## config.mk

```make
export PLATFORM = sky130hd
export DESIGN_NAME = sox_cordic
export DESIGN_NICKNAME = d
export VERILOG_FILES = /design/src/rtl/sox_pkg.sv /design/src/rtl/sox_cordic.sv
export SDC_FILE = /design/constraint.sdc
export NUM_CORES = 1
export LEC_CHECK = 0
export BUFFER_PORTS_ARGS = -buffer_cell sky130_fd_sc_hd__buf_2
export CAP_MARGIN = 25
export CELL_PAD_IN_SITES_DETAIL_PLACEMENT = 0
export CELL_PAD_IN_SITES_GLOBAL_PLACEMENT = 1
export CORE_MARGIN = 2
export CORE_UTILIZATION = 52
export DETAILED_ROUTE_END_ITERATION = 6
export PLACE_DENSITY_LB_ADDON = 0.1
export SLEW_MARGIN = 10
export SYNTH_ARGS = -nofsm -noshare
export SYNTH_HDL_FRONTEND = slang
export SYNTH_SLANG_ARGS = --single-unit
```

## constraint.sdc

```tcl
create_clock -name clock -period 20.3 [get_ports clock]
set_input_delay 4.06 -clock clock [delete_from_list [all_inputs] [get_ports clock]]
set_output_delay 4.06 -clock clock [all_outputs]
set_load 0.05 [all_outputs]
```

## src/rtl/sox_pkg.sv

```systemverilog
package sox_pkg;

   localparam int NUM_SLOTS  = 256;
   localparam int SLOT_W     = $clog2(NUM_SLOTS);
   localparam int ADDR_W     = 8;
   localparam int TRIG_STEPS = 16;
   localparam int STEP_W     = $clog2(TRIG_STEPS);
   localparam int DATA_W     = 32;
   localparam int KIND_W     = 2;
   localparam int OP_W       = 4;
   localparam int FAULT_W    = 2;
   localparam int CORD_W     = 36;
   localparam int Z_W        = 34;
   localparam int DIV_NUM_W  = 50;
   localparam int DIV_DEN_W  = 34;

   localparam logic [KIND_W-1:0] KIND_WRITE = 2'd0;
   localparam logic [KIND_W-1:0] KIND_EXEC  = 2'd1;
   localparam logic [KIND_W-1:0] KIND_READ  = 2'd2;

   localparam logic [OP_W-1:0] OP_ADD    = 4'd0;
   localparam logic [OP_W-1:0] OP_SUB    = 4'd1;
   localparam logic [OP_W-1:0] OP_MUL    = 4'd2;
   localparam logic [OP_W-1:0] OP_DIV    = 4'd3;
   localparam logic [OP_W-1:0] OP_REM    = 4'd4;
   localparam logic [OP_W-1:0] OP_FUNC   = 4'd5;
   localparam logic [OP_W-1:0] OP_NEG    = 4'd6;
   localparam logic [OP_W-1:0] OP_ASSIGN = 4'd7;
   localparam logic [OP_W-1:0] OP_MIN    = 4'd8;
   localparam logic [OP_W-1:0] OP_MAX    = 4'd9;

   localparam logic [ADDR_W-1:0] FN_SIN   = 8'd0;
   localparam logic [ADDR_W-1:0] FN_COS   = 8'd1;
   localparam logic [ADDR_W-1:0] FN_TAN   = 8'd2;
   localparam logic [ADDR_W-1:0] FN_SQSIN = 8'd3;
   localparam logic [ADDR_W-1:0] FN_SQCOS = 8'd4;
   localparam logic [ADDR_W-1:0] FN_DEG   = 8'd5;

   localparam logic [FAULT_W-1:0] FAULT_NONE = 2'd0;
   localparam logic [FAULT_W-1:0] FAULT_DIVZ = 2'd1;
   localparam logic [FAULT_W-1:0] FAULT_BAD  = 2'd2;
   localparam logic [FAULT_W-1:0] FAULT_SAT  = 2'd3;

   localparam logic signed [DATA_W-1:0] TURN_PER_RAD   = 32'sd683565276;
   localparam logic signed [DATA_W-1:0] DEG_TO_RAD_Q32 = 32'sd74961321;
   localparam logic signed [CORD_W-1:0] CORDIC_GAIN    = 36'sd652032874;
   localparam logic signed [DATA_W-1:0] ONE_Q16        = 32'sd65536;

   typedef struct packed {
      logic              en;
      logic [SLOT_W-1:0] addr_a;
      logic [SLOT_W-1:0] addr_b;
   } var_rd_type;

   typedef struct packed {
      logic              en;
      logic [SLOT_W-1:0] addr;
      logic [DATA_W-1:0] data;
   } var_wr_type;

   typedef struct packed {
      logic                 start;
      logic [DIV_NUM_W-1:0] num;
      logic [DIV_DEN_W-1:0] den;
   } div_req_type;

   typedef struct packed {
      logic                 busy;
      logic                 done;
      logic [DIV_NUM_W-1:0] quo;
      logic [DIV_DEN_W-1:0] rmd;
   } div_rsp_type;

   typedef struct packed {
      logic                     busy;
      logic                     done;
      logic signed [CORD_W-1:0] sin_q30;
      logic signed [CORD_W-1:0] cos_q30;
   } cord_rsp_type;

   // atan(2^-i) in 2^-32 turn units, evaluated at elaboration
   function automatic logic [DATA_W-1:0] atan_turn(input int unsigned i);
      logic [63:0]  r;
      logic [63:0]  t;
      logic [63:0]  num;
      logic [63:0]  rem;
      logic [63:0]  prod;
      int unsigned  d;
      int unsigned  e;
      if (i == 0) begin
         return 32'h2000_0000;
      end
      r = '0;
      for (int k = 0; k < 32; k++) begin
         d = 2 * k + 1;
         e = i * d;
         if (e <= 62) begin
            num = (64'd1 << 62) >> e;
            t   = '0;
            rem = '0;
            for (int bt = 63; bt >= 0; bt--) begin
               rem = {rem[62:0], num[bt]};
               t   = t << 1;
               if (rem >= 64'(d)) begin
                  rem = rem - 64'(d);
                  t   = t | 64'd1;
               end
            end
            if (k % 2 == 1) begin
               r = r - t;
            end else begin
               r = r + t;
            end
         end
      end
      r    = r >> 30;
      prod = r * 64'd683565276 + (64'd1 << 31);
      return prod[63:32];
   endfunction

endpackage

```

## src/rtl/sox_cordic.sv

```systemverilog
module sox_cordic (
   input  logic                       clock,
   input  logic                       reset,
   input  logic                       start,
   input  logic [sox_pkg::DATA_W-1:0] phase,
   output sox_pkg::cord_rsp_type      rsp
);
   import sox_pkg::*;

   logic [DATA_W-1:0]        atan_rom [TRIG_STEPS];
   logic                     busy_ff;
   logic                     done_ff;
   logic                     flip_ff;
   logic [STEP_W-1:0]        step_ff;
   logic signed [CORD_W-1:0] x_ff;
   logic signed [CORD_W-1:0] y_ff;
   logic signed [Z_W-1:0]    z_ff;
   logic signed [CORD_W-1:0] dx;
   logic signed [CORD_W-1:0] dy;
   logic signed [Z_W-1:0]    da;
   logic [DATA_W-1:0]        ph_quad;
   logic [DATA_W-1:0]        ph_turn;
   logic                     flip;

   for (genvar gi = 0; gi < TRIG_STEPS; gi++) begin : g_atan
      assign atan_rom[gi] = atan_turn(gi);
   end

   // second and third quadrant rotate by half a turn
   assign ph_quad = phase + 32'h4000_0000;
   assign flip    = ph_quad[DATA_W-1];
   assign ph_turn = flip ? phase + 32'h8000_0000 : phase;

   assign dx = y_ff >>> step_ff;
   assign dy = x_ff >>> step_ff;
   assign da = signed'(Z_W'(atan_rom[step_ff]));

   always_ff @(posedge clock) begin
      if (reset) begin
         busy_ff <= 1'b0;
         done_ff <= 1'b0;
         step_ff <= '0;
      end else begin
         done_ff <= 1'b0;
         if (start) begin
            busy_ff <= 1'b1;
            step_ff <= '0;
            flip_ff <= flip;
            x_ff    <= CORDIC_GAIN;
            y_ff    <= '0;
            z_ff    <= Z_W'(signed'(ph_turn));
         end else if (busy_ff) begin
            if (!z_ff[Z_W-1]) begin
               x_ff <= x_ff - dx;
               y_ff <= y_ff + dy;
               z_ff <= z_ff - da;
            end else begin
               x_ff <= x_ff + dx;
               y_ff <= y_ff - dy;
               z_ff <= z_ff + da;
            end
            step_ff <= step_ff + 1'b1;
            if (step_ff == STEP_W'(TRIG_STEPS - 1)) begin
               busy_ff <= 1'b0;
               done_ff <= 1'b1;
            end
         end
      end
   end

   assign rsp.busy    = busy_ff;
   assign rsp.done    = done_ff;
   assign rsp.sin_q30 = flip_ff ? -y_ff : y_ff;
   assign rsp.cos_q30 = flip_ff ? -x_ff : x_ff;

endmodule

```

==> impl_metrics.yaml <==
synthesis:
  synth_area_leaders: "edfxtp_1 18%, ha_1 8.4%, xnor2_1 8.1%"
  yosysTopAreaCellShare_pct: 18.3
  synthesis.area_sq_mm: 0.0175
  synth_seq_cells: 113
  yosysTopAreaCell: "edfxtp_1"
  synth_edf_count: 107
  synth_ff_type: "edfxtp_1"
  synth_nets: 2275
  synth_warnings: 0
  ys_async_sr_fraction_pct: 0
  yosys-top-cells-count: "221 x nand2_1, 173 x nor2_1, 162 x xnor2_1, 150 x a21oi_1, 138 x o21ai_0"
  netlist_instances: 2119
  synth.distinct_cells: 95
  ys_seq_area_share_pct: 19.0
  yosysMostFrequentCell: "nand2_1"
  postSynthAreaPerCell_sq_um: 8.28
floorplan:
  die_y_um: 188
  core_sq_mm: 0.0334
  start_util_pct: 52.6
  die_width_um: 188
  dieArea_sq_mm: 0.0352
  pin_count: 109
  rows: 67
pwr:
  peakVddDrop_mv: 0.0915
  p_leak_uw: 0.00736
  p_total_uw: 2500
  p_per_area_mw_per_mm2: 133
clocking:
  cts_buffers: 17
  clock_latency_ns: 0.45
  htreeDepth: 4
  cts_num_sinks: 113
  cts_setup_buffers: 0
  cts.repair.resized: 0
  cts-root-buf: "clkbuf_16"
  clk_pin_slew_ns: 0.06
  hold_buffers: 0
  ctsLongestPathBuffers: 2
  cts_tree: "built"
detailed_routing:
  dr.first_iter.drc_count: 1783
  viasPerCell: 6.43
  ant_nets: 0
  routed_wl_um: 55900
  remaining_drc_errors: 0
  wl_per_cell_um: 21.6
  drtPass1Iterations: 7
  vias: 16700
outcome:
  outcome: "complete, no violations"
timing:
  slew_viol_final: 0
  tightestPinTransition_ns: 0.924
  finClkSkew_ns: 0.00906
  slew-limit-headroom_pct: 38.4
  finalCriticalPeriod_ns: 8.07
  setup_viol: 0
  hold_violations: 0
  rsz0062_at_grt: "no"
  final.setup.tns_ns: 0
  post-route-period-util_pct: 39.7
  fmax_ghz: 0.124
global_route:
  grt_max_degree: 86
  grtUsageTotal_pct: 31.6
  grt_pass1_wl_um: 87700
  grt_pass1_vias: 15500
  antenna_found_initial: 3
  grt-ovfl-total: 0
cells_and_area:
  multiInputGateArea_sq_mm: 0.0133
  fill_cells: 3173
  drive_above_1_share_pct: 14.4
  num-nets-final: 2283
  seqCellArea_sq_mm: 0.00335
  area_growth_pct: 7.36
worst_setup_path:
  path_class: "flop to output port"
  cp-startpoint: "y_ff[7]"
  critPathMaxFanout: 13
  crit_path_start_kind: "flop"
  worstReg2RegStart: "step_ff[1]"
  setup.worst_path.end_class: "output port"
  cp.required_ns: 16.24
  cp.arrival_ns: 4.01
placed_design:
  dpl.hpwl_um: 41500
  port_buffers: 108
  gp_congestion: 0.934
job:
  cap_violations: 0
min_path:
  hold_start: "busy_ff"
  hp-class: "flop to flop"
-- placed cells by master (no fill, tap or decap), drive strengths merged, types with 10 or more instances in the layout --
| master | instances |
|---|---|
| a31oi | 49 |
| o41ai | 11 |
| a211oi | 24 |
| clkbuf | 21 |
| o211ai | 14 |
| mux2 | 46 |
| o21a | 24 |
| or2 | 14 |
| and2 | 17 |
| o22ai | 12 |
| edfxtp | 107 |
| mux4 | 60 |
| buf | 129 |
| nand3 | 30 |
| xor2 | 74 |
| nand4 | 10 |
| a21o | 57 |
| and3 | 36 |
| nand2 | 221 |
| or4 | 11 |
| nor2b | 23 |
| o21ai | 141 |
| nor2 | 173 |
| inv | 62 |
| xnor2 | 162 |
| a21oi | 150 |
| nor3 | 46 |
| o21bai | 14 |
| o31ai | 33 |
| nand2b | 29 |
| or3 | 28 |
| mux2i | 61 |
| ha | 118 |
-- worst max-delay path, cell delays in order (launching register included) --
cell      delay (ns)
edfxtp_1        0.57
or4_4           0.62
nor4_4          0.16
nand2b_1        0.12
or3_1           0.41
or3_1           0.44
or4_1           0.52
o31ai_1         0.27
xnor2_1         0.15
buf_2           0.28
-- where the power goes --
part           switching [uW]  internal [uW]
registers                 127            348
clock network             130            204
logic                    1020            665
total                    1280           1220
-- area by class of cell --
type | instances | share of cell area [%]
clock buffers | 21 | 2.50
repair buffers | 129 | 3.89
diodes | 2 | 0.0266
flip-flops and latches | 113 | 17.8
inverters | 59 | 1.18
well taps | 448 | 2.98
multi-input cells | 1807 | 70.8
clock inverters | 11 | 0.804
-- cells by family (layout without fill, tap and decap cells) --
group / after synthesis / count (layout) / synth area share (%)
AO/OA/AOI/OAI: 615 / 615 / 22.9
XOR/XNOR: 236 / 236 / 11.8
adder cells (fa/ha/maj): 121 / 121 / 8.76
buffers and inverters: 199 / 220 / 4.98
flip-flops: 113 / 113 / 19.0
multiplexers: 167 / 167 / 14.2
other: 0 / 2 / 0
AND/OR/NAND/NOR: 668 / 668 / 18.4
-- metal layers --
layer / up-vias / GRT usage [%] / part of all wire [%]
met4: 2 / 8.81 / 2.1
met5: - / 0 / 0.013
met1: 7975 / 44.9 / 45
li1: 7919 / - / -
met2: 681 / 49.1 / 45
met3: 76 / 5.88 / 8.3
-- per-stage QoR --
step	instances	hold slack [ns]	area, sq um	worst slack [ns]	util, %
global placement	2554	0.617	18200	12.79	54.4
detailed placement	2555	0.614	18200	12.74	54.5
global route	2588	0.695	18800	12.07	56.4
floorplan	2119	0.600	17500	10.70	-
CTS	2587	0.626	18800	12.24	56.4
finish	2590	0.629	18800	12.23	56.4
-- registers in the layout, indices dropped and copies added (netlist names) --
name and flops:
x_ff 36, y_ff 36, z_ff 34, step_ff 4
busy_ff 1, done_ff 1, flip_ff 1
-- final timing paths --
path | endpoint | slack [ns] | depth (start not counted)
worst max-delay path | rsp[68] | 12.23 | 9
worst min-delay path | step_ff[2] | 0.63 | 2
worst max register to register | y_ff[34] | 12.90 | 17
worst min register to register | step_ff[2] | 0.63 | 2
Note: power is estimated with default switching activity, not from simulation.
