## config.mk

```make
export PLATFORM = sky130hd
export DESIGN_NAME = sox_divider
export DESIGN_NICKNAME = d
export VERILOG_FILES = /design/src/rtl/sox_pkg.sv /design/src/rtl/sox_divider.sv
export SDC_FILE = /design/constraint.sdc
export NUM_CORES = 1
export LEC_CHECK = 0
export BUFFER_PORTS_ARGS = -buffer_cell sky130_fd_sc_hd__buf_2
export CORE_MARGIN = 2
export CORE_UTILIZATION = 35
export DETAILED_ROUTE_END_ITERATION = 7
export RECOVER_POWER = 25
export SYNTH_ARGS = -nofsm -noshare
export SYNTH_HDL_FRONTEND = slang
export SYNTH_SLANG_ARGS = --single-unit
```

## constraint.sdc

```tcl
create_clock -name clock -period 9.4 [get_ports clock]
set_clock_uncertainty 0.15 [all_clocks]
set_input_delay 0.94 -clock clock [delete_from_list [all_inputs] [get_ports clock]]
set_output_delay 0.94 -clock clock [all_outputs]
set_load 0.05 [all_outputs]
```

## src/rtl/sox_pkg.sv

```systemverilog
package sox_pkg;

   localparam int NUM_SLOTS  = 256;
   localparam int SLOT_W     = $clog2(NUM_SLOTS);
   localparam int ADDR_W     = 8;
   localparam int TRIG_STEPS = 16;
   localparam int STEP_W     = $clog2(TRIG_STEPS);
   localparam int DATA_W     = 32;
   localparam int KIND_W     = 2;
   localparam int OP_W       = 4;
   localparam int FAULT_W    = 2;
   localparam int CORD_W     = 36;
   localparam int Z_W        = 34;
   localparam int DIV_NUM_W  = 50;
   localparam int DIV_DEN_W  = 34;

   localparam logic [KIND_W-1:0] KIND_WRITE = 2'd0;
   localparam logic [KIND_W-1:0] KIND_EXEC  = 2'd1;
   localparam logic [KIND_W-1:0] KIND_READ  = 2'd2;

   localparam logic [OP_W-1:0] OP_ADD    = 4'd0;
   localparam logic [OP_W-1:0] OP_SUB    = 4'd1;
   localparam logic [OP_W-1:0] OP_MUL    = 4'd2;
   localparam logic [OP_W-1:0] OP_DIV    = 4'd3;
   localparam logic [OP_W-1:0] OP_REM    = 4'd4;
   localparam logic [OP_W-1:0] OP_FUNC   = 4'd5;
   localparam logic [OP_W-1:0] OP_NEG    = 4'd6;
   localparam logic [OP_W-1:0] OP_ASSIGN = 4'd7;
   localparam logic [OP_W-1:0] OP_MIN    = 4'd8;
   localparam logic [OP_W-1:0] OP_MAX    = 4'd9;

   localparam logic [ADDR_W-1:0] FN_SIN   = 8'd0;
   localparam logic [ADDR_W-1:0] FN_COS   = 8'd1;
   localparam logic [ADDR_W-1:0] FN_TAN   = 8'd2;
   localparam logic [ADDR_W-1:0] FN_SQSIN = 8'd3;
   localparam logic [ADDR_W-1:0] FN_SQCOS = 8'd4;
   localparam logic [ADDR_W-1:0] FN_DEG   = 8'd5;

   localparam logic [FAULT_W-1:0] FAULT_NONE = 2'd0;
   localparam logic [FAULT_W-1:0] FAULT_DIVZ = 2'd1;
   localparam logic [FAULT_W-1:0] FAULT_BAD  = 2'd2;
   localparam logic [FAULT_W-1:0] FAULT_SAT  = 2'd3;

   localparam logic signed [DATA_W-1:0] TURN_PER_RAD   = 32'sd683565276;
   localparam logic signed [DATA_W-1:0] DEG_TO_RAD_Q32 = 32'sd74961321;
   localparam logic signed [CORD_W-1:0] CORDIC_GAIN    = 36'sd652032874;
   localparam logic signed [DATA_W-1:0] ONE_Q16        = 32'sd65536;

   typedef struct packed {
      logic              en;
      logic [SLOT_W-1:0] addr_a;
      logic [SLOT_W-1:0] addr_b;
   } var_rd_type;

   typedef struct packed {
      logic              en;
      logic [SLOT_W-1:0] addr;
      logic [DATA_W-1:0] data;
   } var_wr_type;

   typedef struct packed {
      logic                 start;
      logic [DIV_NUM_W-1:0] num;
      logic [DIV_DEN_W-1:0] den;
   } div_req_type;

   typedef struct packed {
      logic                 busy;
      logic                 done;
      logic [DIV_NUM_W-1:0] quo;
      logic [DIV_DEN_W-1:0] rmd;
   } div_rsp_type;

   typedef struct packed {
      logic                     busy;
      logic                     done;
      logic signed [CORD_W-1:0] sin_q30;
      logic signed [CORD_W-1:0] cos_q30;
   } cord_rsp_type;

   // atan(2^-i) in 2^-32 turn units, evaluated at elaboration
   function automatic logic [DATA_W-1:0] atan_turn(input int unsigned i);
      logic [63:0]  r;
      logic [63:0]  t;
      logic [63:0]  num;
      logic [63:0]  rem;
      logic [63:0]  prod;
      int unsigned  d;
      int unsigned  e;
      if (i == 0) begin
         return 32'h2000_0000;
      end
      r = '0;
      for (int k = 0; k < 32; k++) begin
         d = 2 * k + 1;
         e = i * d;
         if (e <= 62) begin
            num = (64'd1 << 62) >> e;
            t   = '0;
            rem = '0;
            for (int bt = 63; bt >= 0; bt--) begin
               rem = {rem[62:0], num[bt]};
               t   = t << 1;
               if (rem >= 64'(d)) begin
                  rem = rem - 64'(d);
                  t   = t | 64'd1;
               end
            end
            if (k % 2 == 1) begin
               r = r - t;
            end else begin
               r = r + t;
            end
         end
      end
      r    = r >> 30;
      prod = r * 64'd683565276 + (64'd1 << 31);
      return prod[63:32];
   endfunction

endpackage

```

## src/rtl/sox_divider.sv

```systemverilog
module sox_divider (
   input  logic                 clock,
   input  logic                 reset,
   input  sox_pkg::div_req_type req,
   output sox_pkg::div_rsp_type rsp
);
   import sox_pkg::*;

   localparam int CNT_W = $clog2(DIV_NUM_W);

   logic                 busy_ff;
   logic                 done_ff;
   logic [CNT_W-1:0]     cnt_ff;
   logic [DIV_NUM_W-1:0] quo_ff;
   logic [DIV_DEN_W-1:0] rmd_ff;
   logic [DIV_DEN_W-1:0] den_ff;
   logic [DIV_DEN_W:0]   trial;
   logic                 fits;

   assign trial = {rmd_ff, quo_ff[DIV_NUM_W-1]};
   assign fits  = trial >= {1'b0, den_ff};

   always_ff @(posedge clock) begin
      if (reset) begin
         busy_ff <= 1'b0;
         done_ff <= 1'b0;
         cnt_ff  <= '0;
      end else begin
         done_ff <= 1'b0;
         if (req.start) begin
            busy_ff <= 1'b1;
            cnt_ff  <= '0;
            quo_ff  <= req.num;
            rmd_ff  <= '0;
            den_ff  <= req.den;
         end else if (busy_ff) begin
            quo_ff <= {quo_ff[DIV_NUM_W-2:0], fits};
            rmd_ff <= fits ? DIV_DEN_W'(trial - {1'b0, den_ff}) : trial[DIV_DEN_W-1:0];
            cnt_ff <= cnt_ff + 1'b1;
            if (cnt_ff == CNT_W'(DIV_NUM_W - 1)) begin
               busy_ff <= 1'b0;
               done_ff <= 1'b1;
            end
         end
      end
   end

   assign rsp.busy = busy_ff;
   assign rsp.done = done_ff;
   assign rsp.quo  = quo_ff;
   assign rsp.rmd  = rmd_ff;

endmodule

```

==> results of run 1 <==
[synth_stat cells, drive strengths merged (3+ instances only)]
library cell and number:
clkbuf 9, nor4 4, o21bai 5, a2111oi 4, a31o 3, xnor2 17, edfxtp 118, nand2 39
and3 5, o22ai 7, mux2i 18, and2 6, or2 4, nand4 9, a211oi 13, xor2 14
a311oi 3, o21ai 18, or3 3, and4 3, nor3 7, ha 36, mux2 49, a21oi 36
dfxtp 8, nand2b 6, a21o 13, nor2 42, inv 47, o2111ai 4, buf 18, nand3 7
a31oi 3, o21a 3
[critical path, delay by kind of cell]
family | cells | cell delay [ps]
buffers and inverters | 2 | 3220
AO/OA/AOI/OAI | 1 | 490
AND/OR/NAND/NOR | 1 | 240
[state kept, by name, indices dropped and copies added (netlist names)]
| name | count |
|---|---|
| quo_ff | 50 |
| rmd_ff | 34 |
| cnt_ff | 6 |
| busy_ff | 1 |
| den_ff | 34 |
| done_ff | 1 |
[kinds of logic after synthesis]
kind of cell | synth area share [%]
buffers and inverters | 5.071
AOI/OAI and AO/OA | 12.65
xor gates and xnor gates | 3.808
muxes | 10.26
adders and majority gates | 6.598
and+or+nand+nor | 9.669
DFF | 51.94
[per-stage QoR]
step                      hold WS (ps)  utilization [%]
final                            352.1            43.32
after global routing             373.9            43.32
after CTS                        350.1            43.54
after detailed placement         352.1            40.70
after floorplan                  293.0                -
after global placement           342.8            40.70
[metal layers]
metal / share of wire [%] / routed length [um]
met1: 43 / 7681
met5: 0.12 / 21
met2: 48 / 8537
met4: 0.93 / 164
met3: 7.3 / 1299
[cells in the final DEF (no fill, tap or decap), types with 7 or more instances in the layout]
cell type	count
a211oi_1	9
a21o_1	11
a21oi_1	36
buf_2	146
clkbuf_1	27
clkbuf_16	17
dfxtp_1	8
edfxtp_1	118
ha_1	36
inv_1	47
mux2_2	49
mux2i_1	18
nand2_1	38
nand4_1	9
nor2_1	39
nor3_1	7
o21ai_0	18
o22ai_1	7
xnor2_1	17
xor2_1	14
[how the worst max path moves through the flow]
stage                                  from                  endpoint  slack, ps  cells after the start
finish                              req[84]  rmd_ff[32]$_SDFFCE_PP0P_       4500                      4
global route                        req[84]  rmd_ff[32]$_SDFFCE_PP0P_       4060                      4
CTS                 rmd_ff[6]$_SDFFCE_PP0P_  rmd_ff[25]$_SDFFCE_PP0P_       5390                      9
detailed placement  rmd_ff[6]$_SDFFCE_PP0P_  rmd_ff[25]$_SDFFCE_PP0P_       5410                      9
global placement    rmd_ff[1]$_SDFFCE_PP0P_  rmd_ff[21]$_SDFFCE_PP0P_       5520                      9
floorplan                           req[84]       quo_ff[0]$_DFFE_PP_       3770                      4
[area by class of cell]
type	instances	share of cell area, %
flip-flops and latches	126	42.52
multi-input cells	404	35.37
repair buffers	174	9.639
clock buffers	17	4.884
well taps	270	3.879
inverters	47	2.026
clock inverters	15	1.681
[power breakdown]
group	internal, W	switching (W)
clock	0.000353	0.000288
sequential	0.000675	0.0000269
combinational	0.000187	0.000349
total	0.00122	0.000664
==> impl_results.md, run 1 <==
- Status: finished, violations left
- Failing checks: capacitance limit, slew limit
- Post-synth top area share: 49.69%
- Max_slew headroom: -187.7%
- Register Area: 3704 sq um
- Die footprint: 21530 sq um
- Synthesis-to-finish area growth: 22.14%
- CP Class: input pin to flop
- Tmin final: 4898 ps
- Hold path start: cnt_ff[5]$_SDFFE_PP0P_
- Post-route antenna net violation count: 0
- Critical Path AT: 4910 ps
- Gpl congestion: 0.8258
- Power Dens Cells: 215.7 nW/um^2
- Core area: 20100 sq um
- Ys flop type: edfxtp_1
- Post-route DRC: 0
- CTS clk-pin slew, worst paths: 70 ps
- Syn avg cell area: 11.81 sq um
- Worst setup EP type: flop
- Setup ws final: 4502 ps
- Routed vias: 5310
- Hold Path Class: flop to flop
- Antenna violations before repair: 2
- Slowest Stage Delay on Critical Path: 3050 ps
- Max_cap viols: 2
- Slew Limit Fails: 119
- RSZ-0062 raised after global routing: no
- Tot Pwr: 0.001879 W
- Cells along the critical path: clkbuf_1 > clkbuf_1 > nor4_1 > a311o_1
- Largest net degree at the start of global routing: 83
- Final hold violations: 0
- Worst Hold Depth: 1
- Final #Nets: 894
- Area post-placement: 8182 sq um
- Met3 Resource Use GR: 6.615%
- CTS Hold Bufs: 0
- Cell mode on critical path: clkbuf_1
- Wirelength per Cell: 16.81 um
- GRT Resource Usage Total: 16.79%
- Synth top area cells: edfxtp_1 50%, mux2_2 7.7%, ha_1 6.3%
- Required time of the critical path: 9420 ps
- Design Area, Final: 8710 sq um
- DP Wirelength: 12730 um
- Sequential fraction of the synthesis area: 51.94%
- Vias in the first global route: 5431
- Number of flops mapped to enable cells by yosys: 118
- Remaining global-route overflow: 0
- Die width: 146.7 um
- Share of flip-flops with an asynchronous set or reset: 0%
- Largest fanout on the critical path: 82
- Yosys cell types: 63
- TritonCTS Buffers: 17
- Synth warn: 0
- Pin slew with the least headroom to its limit: 4316 ps
- Die span in y: 146.7 um
- CTS resizes: 0
- # IOs: 173
- Crit path max-delay cell type: clkbuf_1
- R2R Path Start: busy_ff$_SDFF_PP0_
- Final Cycle Share: 52.11%
- Mapped Cells: 604
- R2R Path End: quo_ff[12]$_DFFE_PP_
- CTS root buf: clkbuf_16
- Gr busiest metal: met2
- R2R cell count: 3
- Met1 Track Usage GR: 20.57%
- Hold-critical path endpoint: busy_ff$_SDFF_PP0_
- Setup WS pre-CTS: 5407 ps
- Fmax: 204.1 MHz
- CTS tree: yes
- Critical Path Source Type: input pin
- Area of the multi-input gates: 3080 sq um
- WL final: 17700 um
- Starting Density: 35.47%
- CTS sink cnt: 126
- Placed cells: 1021
- Post CTS Setup Buffer Count: 0
- Fin cells: 1053
- Mapped Area: 7131 sq um
- Leak pwr: 3.617 nW
- Synthesized Nets: 728
- # rows: 52
- H-tree lvl count: 4
- Layout cell share with drive strength beyond 1: 31.67%
- Max VDD drop: 0.1149 mV
- Grt met2 use: 28.05%
- N_diodes: 0
- PortBufs: 172
- Drt via density: 5.043
- First-pass GRT wire length: 28570 um
- R2R Setup Slk: 5140 ps
- Number of detailed-route iterations in the first pass: 4
- Clk buf depth: 2
- Number of DRC markers in iteration 0: 334
- Final TNS setup: 0 ps
- Yosys top cell by area: edfxtp_1
- Fill cells: 1936
- Clock latency on the worst-skew pair: 420 ps
- #FFs+latches synth: 126
- Final setup viols: 0
(Power assumes the default switching activity.)
==> run 2: changes to the inputs <==
==> constraint.sdc (replaced) <==
create_clock -name clock -period 5.13 [get_ports clock]
set_clock_uncertainty 0.15 [all_clocks]
set_input_delay 0.513 -clock clock [delete_from_list [all_inputs] [get_ports clock]]
set_output_delay 0.513 -clock clock [all_outputs]
set_load 0.05 [all_outputs]
==> run 2 against run 1 <==
  * The flow still finishes with violations (capacitance limit, slew limit)
  * Clock power increased by 91%
  * Die area unchanged
  * Via count fell by 0.94%
  * Register-to-register slack lost 3800 ps
  * Critical path depth rose by 6
  * Global-route usage about the same
  * Flip-flop and latch count is the same
  * Cell count increased by 0.28%
==> impl_results.md, run 2 (synthesis results as in run 1) <==
- Routed vias: 5260
- Clk buf depth: 2
- Fill cells: 1919
- Antenna violations before repair: 4
- Slowest Stage Delay on Critical Path: 650 ps
- Max FFs per register: 50
- Tmin final: 3771 ps
- R2R Path Start: rmd_ff[1]$_SDFFCE_PP0P_
- Wirelength per Cell: 16.64 um
- Vias in the first global route: 5458
- Final hold slack: 111.9 ps
- Starting Density: 35.47%
- Hold-critical path endpoint: den_ff[33]$_DFFE_PP_
- TritonCTS Buffers: 17
- Core area: 20100 sq um
- Post-route antenna net violation count: 0
- CTS root buf: clkbuf_16
- CTS sink cnt: 126
- CTS tree: yes
- Slew Limit Fails: 117
- Die footprint: 21530 sq um
- Failing checks: capacitance limit, slew limit
- Number of detailed-route iterations in the first pass: 4
- RSZ-0062 raised after global routing: no
- Power Dens Cells: 398.9 nW/um^2
- Cell mode on critical path: a211oi_2
- Max VDD drop: 0.2109 mV
- Number of DRC markers in iteration 0: 269
- Final hold violations: 0
- Final Cycle Share: 73.51%
- Cells along the critical path: ha_1 > a21oi_1 > a211oi_2 > nor2_2 > a2111oi_4 > a211oi_2 > nor2_4 > buf_4 > mux2i_1 > nor2_1
- # rows: 52
- Status: finished, violations left
- Critical Path Source Type: flop
- CTS Hold Bufs: 0
- Family with the most delay on the worst path: compound AO/OA/AOI/OAI gates
- Crit path max-delay cell type: nor2_4
- GRT Resource Usage Total: 16.76%
- Remaining global-route overflow: 0
- Largest regs: quo_ff (50), den_ff (34), rmd_ff (34)
- Setup WS pre-CTS: 1350 ps
- R2R cell count: 10
- CTS clk-pin slew, worst paths: 70 ps
- Worst setup EP type: flop
- Most flops, register: quo_ff
- Max_slew headroom: -37.23%
- Gpl congestion: 0.8557
- R2R Setup Slk: 1360 ps
- DP Wirelength: 12840 um
- Die span in y: 146.7 um
- WP depth: 10
- Critical Path AT: 3710 ps
- Commonest non-fill, non-tap cell in the layout: buf_2
- CP Class: flop to flop
- Final setup viols: 0
- Pin slew with the least headroom to its limit: 2058 ps
- # IOs: 173
- Fmax: 265.2 MHz
- Clock latency on the worst-skew pair: 420 ps
- PortBufs: 172
- Post CTS Setup Buffer Count: 0
- CTS resizes: 0
- Post-route DRC: 0
- Tot Pwr: 0.003485 W
- Drt via density: 4.981
- Hold Path Class: input pin to flop
- First-pass GRT wire length: 28280 um
- R2R Path End: rmd_ff[14]$_SDFFCE_PP0P_
- Largest fanout on the critical path: 28
- Max_cap viols: 2
- Largest net degree at the start of global routing: 83
- Synthesis-to-finish area growth: 22.50%
- Leak pwr: 3.596 nW
- Worst Hold Depth: 1
- Layout cell share with drive strength beyond 1: 30.57%
- Die width: 146.7 um
- WL final: 17570 um
- Most frequent cells in the layout: 136 x buf_2, 118 x edfxtp_1, 49 x mux2_2
- Setup ws final: 1359 ps
- Required time of the critical path: 5070 ps
- Final TNS setup: 0 ps
- Final #Nets: 896
- WP buf/inv: 1
- Fin util: 43.45%
- Hold path start: req[33]
- H-tree lvl count: 4
-- run 2: how the worst max path moves through the flow --
stage	startpoint	endpoint	slack, ps
after floorplan	req[84]	quo_ff[0]$_DFFE_PP_	1330
after global placement	rmd_ff[8]$_SDFFCE_PP0P_	rmd_ff[32]$_SDFFCE_PP0P_	1440
after detailed placement	rmd_ff[8]$_SDFFCE_PP0P_	rmd_ff[32]$_SDFFCE_PP0P_	1350
after CTS	rmd_ff[4]$_SDFFCE_PP0P_	rmd_ff[14]$_SDFFCE_PP0P_	1370
after global routing	quo_ff[49]$_DFFE_PP_	rmd_ff[30]$_SDFFCE_PP0P_	1000
final	rmd_ff[1]$_SDFFCE_PP0P_	rmd_ff[14]$_SDFFCE_PP0P_	1360
-- run 2: layout make-up --
| type | instances | area (sq um) | area share (%) |
|---|---|---|---|
| Antenna cell | 1 | 2.502 | 0.02865 |
| Clock buffer | 18 | 429.2 | 4.913 |
| Clock inverter | 14 | 157.7 | 1.805 |
| Inverter | 47 | 176.4 | 2.020 |
| Multi-Input combinational cell | 404 | 3088 | 35.35 |
| Sequential cell | 126 | 3704 | 42.40 |
| Tap cell | 270 | 337.8 | 3.868 |
| Timing Repair Buffer | 176 | 839.6 | 9.612 |
-- run 2: worst reg2reg max path: stages (launching register included) --
cell and delay, ps:
edfxtp_1 440, ha_1 400, a21oi_1 130, a211oi_2 340, nor2_2 120, a2111oi_4 400, a211oi_2 160, nor2_4 650
buf_4 360, mux2i_1 230, nor2_1 60
-- run 2: report_power, final --
part	internal, W	leakage [nW]	switching, W
registers	0.00124	1.19	0.0000503
logic	0.000340	2.12	0.000637
clock network	0.000725	0.279	0.000495
-- run 2: through the flow --
stage | std cells | instance area [sq um]
4_1_cts | 1055 | 8783
6_report | 1056 | 8735
5_1_grt | 1056 | 8735
2_1_floorplan | 604 | 7133
3_5_place_dp | 1023 | 8197
3_3_place_gp | 1023 | 8197
-- run 2: metal layers --
| layer | GRT usage [%] | wire length (um) | vias to the layer above |
|---|---|---|---|
| met4 | 5.874 | 322 | 4 |
| met5 | 0 | 29 | - |
| li1 | - | - | 2609 |
| met3 | 6.522 | 1591 | 23 |
| met1 | 19.74 | 7172 | 2445 |
| met2 | 27.98 | 8453 | 179 |
==> run 3: changes to the inputs <==
==> constraint.sdc (replaced) <==
create_clock -name clock -period 3.9 [get_ports clock]
set_clock_uncertainty 0.15 [all_clocks]
set_input_delay 0.39 -clock clock [delete_from_list [all_inputs] [get_ports clock]]
set_output_delay 0.39 -clock clock [all_outputs]
set_load 0.05 [all_outputs]
==> run 3 against run 2 <==
  * The run now ends clean
  * Worst setup slack got worse by 1000 ps
  * Critical path depth rose by 2
  * Register-to-register slack worse by 1000 ps
  * Worst hold slack got worse by 12 ps
  * Via count is 2.6% higher
  * Cell area rose by 4.6%
  * Cell count rose by 3.7%
  * Maximum frequency rose by 5.9%
  * Core utilization grew 2.0 points
  * Power is 33% higher
  * Critical endpoint is now rmd_ff[30]$_SDFFCE_PP0P_
  * Largest power group unchanged
  * Highest routed layer is now met4
==> impl_results.md, run 3 (synthesis results as in run 1) <==
- Most flops, register: quo_ff
- Gpl congestion: 0.8617
- Number of DRC markers in iteration 0: 257
- Die span in y: 146.7 um
- Clock power frac: 35.2%
- Setup ws final: 339.4 ps
- Max_slew headroom: 49.43%
- Clk buf depth: 2
- TritonCTS Buffers: 17
- Switching power: 0.001580 W
- CTS sink cnt: 126
- Final TNS setup: 0 ps
- Critical Path Source Type: flop
- Drt via density: 4.931
- Tmin final: 3561 ps
- Crit path max-delay cell type: a2111oi_1
- CTS root buf: clkbuf_16
- Routed vias: 5399
- # IOs: 173
- Final setup viols: 0
- Setup WS pre-CTS: 262.0 ps
- Sw Ratio: 33.98%
- Clock latency on the worst-skew pair: 430 ps
- Post CTS Setup Buffer Count: 0
- RSZ-0062 raised after global routing: no
- Fill cells: 1934
- Remaining global-route overflow: 0
- Vias in the first global route: 5442
- Core area: 20100 sq um
- Final Cycle Share: 91.30%
- # rows: 52
- Number of detailed-route iterations in the first pass: 5
- PortBufs: 172
- CTS clk-pin slew, worst paths: 70 ps
- Most frequent cells in the layout: 132 x buf_2, 118 x edfxtp_1, 49 x mux2_2
- Hold Path Class: input pin to flop
- GRT Resource Usage Total: 16.90%
- DP Wirelength: 12850 um
- Final hold violations: 0
- Largest net degree at the start of global routing: 85
- Synthesis-to-finish area growth: 28.11%
- Max_cap viols: 0
- Required time of the critical path: 3890 ps
- Flop pwr share: 36.4%
- Largest regs: quo_ff (50), den_ff (34), rmd_ff (34)
- Max VDD drop: 0.2876 mV
- Fmax: 280.9 MHz
- H-tree lvl count: 4
- Max FFs per register: 50
- CP Class: flop to flop
- Pin slew with the least headroom to its limit: 758.6 ps
- CTS tree: yes
- Power Dens Cells: 508.9 nW/um^2
- Fin util: 45.44%
- First-pass GRT wire length: 28570 um
- Post-route DRC: 0
- Comb pwr share: 28.4%
- Worst setup EP type: flop
- WL final: 17520 um
- Critical Path AT: 3550 ps
- Slew Limit Fails: 0
- Wirelength per Cell: 16.00 um
- Leak pwr: 3.769 nW
- Post-route antenna net violation count: 0
- Final #Nets: 935
- Slowest Stage Delay on Critical Path: 520 ps
- Die width: 146.7 um
- Cells along the critical path: inv_1 > ha_1 > inv_1 > fa_1 > a21o_1 > a311oi_1 > nor4_1 > o31ai_1 > a31oi_1 > a2111oi_1 > or4b_1 > o311ai_1
- Layout cell share with drive strength beyond 1: 29.25%
- Commonest non-fill, non-tap cell in the layout: buf_2
- Cell mode on critical path: inv_1
- Antenna violations before repair: 1
- Starting Density: 35.47%
- Status: finished clean
- Pint: 0.003069 W
- Die footprint: 21530 sq um
- Largest fanout on the critical path: 3
[run 3: cell type report]
type                       instances  area [sq um]  area share (%)
timing repair buffer             215          1227           13.44
multi-input combinational        404          3089           33.82
sequential                       126          3704           40.54
inverter                          47         176.4           1.931
clock inverter                    15         172.7           1.890
tap                              270         337.8           3.698
clock buffer                      17         425.4           4.657
antenna                            1         2.502         0.02739
[run 3: what timing repair did]
item                                    4_1_cts  5_1_grt
endpoints found under the setup margin        0        1
gates resized for setup                       0        1
hold buffers                                 34        0
hold endpoints to repair                     34        0
[run 3: final timing paths]
kind                                            endpoint  cells after the start  slack [ps]                   start
worst min-delay path                 quo_ff[0]$_DFFE_PP_                      3         100                 req[34]
worst min register to register        busy_ff$_SDFF_PP0_                      1         340  cnt_ff[5]$_SDFFE_PP0P_
worst max register to register  rmd_ff[30]$_SDFFCE_PP0P_                     12         340    quo_ff[49]$_DFFE_PP_
worst max-delay path            rmd_ff[30]$_SDFFCE_PP0P_                     12         340    quo_ff[49]$_DFFE_PP_
[run 3: critical path: cells and delay by family (launching register included)]
| family | cells | cell delay [ps] |
|---|---|---|
| flops | 1 | 400 |
| simple gates | 2 | 280 |
| fa+ha+maj | 2 | 550 |
| buf+inv | 2 | 130 |
| compound gates | 6 | 1780 |
[run 3: power groups by stage]
stage	sequential [W]	combinational, W	clock, W
after CTS	0.00170	0.00134	0.00168
after global placement	0.00172	0.00130	0
final	0.00169	0.00132	0.00163
after global routing	0.00171	0.00145	0.00173
after floorplan	0.00197	0.000762	0
after detailed placement	0.00172	0.00130	0
[run 3: per-layer routing]
layer | up-vias | wire length, um | GRT usage [%]
li1 | 2684 | - | -
met1 | 2542 | 7603 | 20.94
met2 | 161 | 8452 | 28.31
met3 | 12 | 1322 | 6.118
met4 | 0 | 143 | 3.932
met5 | - | 0 | 0
[run 3: through the flow]
| stage | instances | total power (W) | hold slack [ps] | instance area (sq um) |
|---|---|---|---|---|
| 3_3_place_gp | 1028 | 0.003023 | 339.7 | 8247 |
| 6_report | 1095 | 0.004648 | 99.93 | 9135 |
| 5_1_grt | 1095 | 0.004892 | 87.66 | 9135 |
| 4_1_cts | 1094 | 0.004712 | 82.92 | 9185 |
| 2_1_floorplan | 604 | 0.002732 | 293.0 | 7133 |
| 3_5_place_dp | 1028 | 0.003026 | 339.5 | 8247 |
